$ cat config.mk
export PLATFORM = sky130hd
export DESIGN_NAME = mdks_ctrl
export DESIGN_NICKNAME = d
export VERILOG_FILES = /design/src/rtl/matrix_directory_key_sorter_macros.svh /design/src/rtl/mdks_pkg.sv /design/src/rtl/mdks_ctrl.sv
export SDC_FILE = /design/constraint.sdc
export NUM_CORES = 1
export LEC_CHECK = 0
export ABC_AREA = 1
export BUFFER_PORTS_ARGS = -buffer_cell sky130_fd_sc_hd__buf_4
export CORE_AREA = 2 2 39 41
export DETAILED_ROUTE_END_ITERATION = 8
export DIE_AREA = 0 0 41 43
export HOLD_SLACK_MARGIN = 0.12
export PLACE_DENSITY = 0.63
export SYNTH_ARGS = -nofsm -noshare
export SYNTH_HDL_FRONTEND = slang
export SYNTH_SLANG_ARGS = --single-unit
$ cat constraint.sdc
create_clock -name clk -period 1.4 [get_ports clk]
set_input_delay 0.07 -clock clk [delete_from_list [all_inputs] [get_ports clk]]
set_output_delay 0.07 -clock clk [all_outputs]
set_load 0.02 [all_outputs]
$ cat src/rtl/matrix_directory_key_sorter_macros.svh
// Assertion macros for the matrix directory key sorter.
// Expects clk and arst_n in the scope of each use; no other dependencies.
`ifndef MATRIX_DIRECTORY_KEY_SORTER_MACROS_SVH
`define MATRIX_DIRECTORY_KEY_SORTER_MACROS_SVH

// same-cycle implication
`define MDKS_ASSERT_NOW(label, ante, cons, msg) \
	label: assert property (@(posedge clk) disable iff (!arst_n) (ante) |-> (cons)) \
		else $error(msg);

// next-cycle implication
`define MDKS_ASSERT_NEXT(label, ante, cons, msg) \
	label: assert property (@(posedge clk) disable iff (!arst_n) (ante) |=> (cons)) \
		else $error(msg);

`endif

$ cat src/rtl/mdks_pkg.sv
// Shared types, constants and key function for the matrix directory key sorter.
// No dependencies.
package mdks_pkg;

	localparam int          KEY_W           = 19;
	localparam logic [31:0] FRAME_MASK      = 32'h1FF;
	localparam logic [31:0] PLANE_LOW_MASK  = 32'hFF;
	localparam logic [31:0] PLANE_HIGH_MASK = 32'h300;
	localparam int          PLANE_LOW_SHIFT = 16;

	typedef struct packed {
		logic [31:0]        matrix_code;
		logic [31:0]        first_block;
		logic [31:0]        final_block;
		logic signed [31:0] entry_status;
		logic               is_last;
	} entry_t;

	typedef struct packed {
		logic [31:0]        out_code;
		logic [31:0]        out_first_block;
		logic [31:0]        out_final_block;
		logic signed [31:0] out_status;
		logic               out_last;
		logic               overflowed;
	} result_t;

	typedef struct packed {
		logic [31:0]        code;
		logic [31:0]        first_block;
		logic [31:0]        final_block;
		logic signed [31:0] status;
	} rec_t;

	typedef struct packed {
		logic take;
		logic start;
		logic fetch;
		logic scan;
		logic store;
		logic emit_rd;
		logic emit_ld;
	} cmd_t;

	typedef struct packed {
		logic multi;
		logic j_last;
		logic i_last;
		logic k_last;
		logic out_free;
	} sts_t;

	function automatic logic [KEY_W-1:0] sort_key(input logic [31:0] code, input logic mode);
		logic [8:0]  frame;
		logic [9:0]  plane;
		logic [31:0] hi;
		frame = 9'(code & FRAME_MASK);
		hi    = (code >> 1) & PLANE_HIGH_MASK;
		plane = 10'((code >> PLANE_LOW_SHIFT) & PLANE_LOW_MASK) + 10'(hi);
		return mode ? {frame, plane} : {plane, frame};
	endfunction

endpackage

$ cat src/rtl/mdks_ctrl.sv
// Sequencer for the matrix directory key sorter: load, sort passes, emit.
// Depends on mdks_pkg for the command and status structs.
module mdks_ctrl (
	input  logic           clk,
	input  logic           arst_n,
	input  logic           entry_valid,
	input  logic           is_last,
	input  mdks_pkg::sts_t sts,
	output mdks_pkg::cmd_t cmd,
	output logic           busy
);
	import mdks_pkg::*;

	typedef enum logic [6:0] {
		S_IDLE    = 7'b0000001,
		S_START   = 7'b0000010,
		S_FETCH   = 7'b0000100,
		S_SCAN    = 7'b0001000,
		S_STORE   = 7'b0010000,
		S_EMIT_RD = 7'b0100000,
		S_EMIT_LD = 7'b1000000
	} state_t;

	state_t state_q, state_d;

	always_comb begin
		state_d = state_q;
		cmd     = '0;
		case (state_q)
			S_IDLE: begin
				cmd.take = entry_valid;
				if (entry_valid && is_last) state_d = S_START;
			end
			S_START: begin
				cmd.start = 1'b1;
				state_d   = sts.multi ? S_FETCH : S_EMIT_RD;
			end
			S_FETCH: begin
				cmd.fetch = 1'b1;
				state_d   = S_SCAN;
			end
			S_SCAN: begin
				cmd.scan = 1'b1;
				if (sts.j_last) state_d = S_STORE;
			end
			S_STORE: begin
				cmd.store = 1'b1;
				state_d   = sts.i_last ? S_EMIT_RD : S_FETCH;
			end
			S_EMIT_RD: begin
				if (sts.out_free) begin
					cmd.emit_rd = 1'b1;
					state_d     = S_EMIT_LD;
				end
			end
			S_EMIT_LD: begin
				cmd.emit_ld = 1'b1;
				state_d     = sts.k_last ? S_IDLE : S_EMIT_RD;
			end
			default: state_d = S_IDLE;
		endcase
	end

	always_ff @(posedge clk or negedge arst_n) begin
		if (!arst_n) state_q <= S_IDLE;
		else         state_q <= state_d;
	end

	assign busy = (state_q != S_IDLE);

endmodule

==> impl_metrics.yaml <==
status:
  outcome: "finished, violations left"
  violations: "negative setup slack"
sta:
  fin_crit_ns: 1.41
  slew_viol_final: 0
  max-slew-margin-rel: 0.744
  rsz0062_at_grt: "true"
  worstMarginPinSlew_ns: 0.382
  hold_violations: 0
  finalSetupViolCount: 2
  fin_crit_sh: 1.01
  fin_worst_skew_ns: 0.00632
  worst_slack_ns: -0.0141
  fmax_ghz: 0.707
finish:
  nFillCells: 132
  top_regs: "state_q x7"
  regMostFlops: "state_q"
  largest_reg_flops: 7
  area_growth_pct: 67.8
  fin_nets: 115
  antennaDiodeCount: 0
  layout-drive-gt1-share: 0.486
  fin_area_um2: 777
worst_setup_path:
  endpoint_kind: "output pin"
  crit_required_ns: 1.33
  arrival_ns: 1.34
  cp-start-kind: "flip-flop"
  path_max_fanout: 3
  worstSetupPathType: "reg -> out"
floorplanning:
  dieArea_um2: 1760
  num_rows: 14
  initial_core_util: 0.335
  fp.dieW_um: 41
  ios: 17
  coreArea_um2: 1380
  die_height_um: 43
clocking:
  cts.sinks: 7
  insertion_delay_ns: 0.25
  cts_tree: "built"
  htree_levels: 1
  cts.reportedPaths.clkPinSlew_ns: 0.06
  cts_root_buf: "clkbuf_4"
  clock_path_buffers: 2
  cts_buffers: 3
power:
  finalPower_mw: 1.05
  vdd_drop_max_v: 0.000770
  power.density_nw_per_um2: 1360
  p_leak_nw: 0.456
synthesis:
  ys_seq_area_frac: 0.381
  syn_inst: 73
  yosysMostFrequentCell: "nand2_1"
  ys_warn_count: 0
  syn_nets: 82
  synth_flop_cell: "dfrtp_1"
  netlist_area_um2: 463
  synth_area_leader_cell: "dfrtp_1"
  avgSynthCellArea_um2: 6.34
  synth_area_leaders: "dfrtp_1 (32%), nand2_1 (18%), nor2_1 (11%)"
  synth_top_area_frac: 0.324
  ys_types: 15
  synth-seq-cells: 7
  synth-edff-count: 0
  async_flop_share: 1.00
  yosys-top-cells-count: "nand2_1 (22), nor2_1 (14), inv_1 (11), dfrtp_1 (6), inv_2 (5)"
placed_design:
  io_buffers: 16
  pre_cts_slack_ns: 0.148
  placement.cell_area_um2: 603
  gp_congestion: 0.753
  place_hpwl_um: 898
route:
  routed_wl_um: 1190
  avgViaCountPerCell: 4.46
  drtIter0Drc: 6
  drtAntennaViolNets: 0
  vias: 540
  wl_per_cell_um: 9.79
  drc: 0
  first_pass_iters: 4
global_routing:
  grt_pass1_wl_um: 1860
  antenna_found_initial: 0
  grt_pass1_vias: 476
  grt-ovfl-total: 0
  grt_max_degree: 8
  globalRouteTotalUtil: 0.166
worst_hold_path:
  min_path_type: "in -> reg"
flow_run:
  maxCapViolations: 0
## power by group
part	total (mW)	switching, mW	internal [mW]
Clock	0.186	0.0770	0.109
Combinational	0.578	0.323	0.255
Sequential	0.289	0.0353	0.254
Total	1.05	0.435	0.618
## worst max-delay path, cell delays in order (launching register included)
cell     delay [ns]
dfrtp_1        0.42
nor2_2         0.14
nand2_1        0.08
nor2_2         0.17
inv_2          0.06
nor2_1         0.08
buf_4          0.14
## kinds of logic after synthesis
family | after synthesis | share of synthesized area
flip-flops | 7 | 0.381
AO/OA/AOI/OAI | 2 | 0.0243
AND/OR/NAND/NOR | 48 | 0.465
buffers and inverters | 16 | 0.130
## worst paths after layout
check | cells after the start | startpoint | endpoint | slack [ns]
min reg2reg | 3 | state_q[1] | state_q[6] | 0.67
max in group asynchronous | 2 | arst_n | state_q[0] | 1.03
min in group asynchronous | 2 | arst_n | state_q[5] | 0.16
min | 4 | is_last | state_q[0] | 0.13
max | 6 | state_q[4] | cmd[6] | -0.01
max reg2reg | 8 | state_q[2] | state_q[1] | 0.13
## cell type report
type / count / area, um2 / share of cell area
multi-input combinational: 50 / 256 / 0.330
timing repair buffer: 28 / 236 / 0.304
sequential: 7 / 178 / 0.229
inverter: 16 / 60.1 / 0.0773
clock buffer: 4 / 26.3 / 0.0338
tap: 16 / 20.0 / 0.0258
## metrics by stage
step / setup TNS, ns / utilization / cells / hold slack, ns
floorplan: 0 / - / 73 / -0.226
global placement: 0 / 0.436 / 105 / -0.114
detailed placement: 0 / 0.436 / 105 / -0.113
CTS: -0.0159 / 0.524 / 118 / 0.131
global route: -0.206 / 0.561 / 121 / 0.160
finish: -0.0220 / 0.561 / 121 / 0.129
## cells in the final DEF, fill, tap and decap left out, types with 2 or more instances in the layout
cell type	count
buf_4	19
nand2_1	20
dfrtp_1	5
dlygate4sd3_1	6
buf_6	3
inv_2	10
nor3_1	2
nand4_1	2
nand3_1	2
nor2_2	6
nand2_2	3
nor2_1	8
clkbuf_4	3
inv_1	6
## routing by layer
| layer | up-vias | wire length (um) | global-route usage |
|---|---|---|---|
| met3 | 2 | 45 | 0.0314 |
| met4 | 0 | 12 | 0.120 |
| li1 | 284 | - | - |
| met2 | 14 | 666 | 0.266 |
| met5 | - | 0 | 0 |
| met1 | 240 | 460 | 0.183 |
## timing repair
| item | CTS | global route |
|---|---|---|
| hold endpoints to repair | 12 | 0 |
| hold buffers | 6 | 0 |
| endpoints found under the setup margin | 4 | 9 |
| buffers inserted | 3 | 3 |
| gates resized for setup | 7 | 12 |
| pin swaps | 0 | 1 |
(Power assumes the default switching activity.)
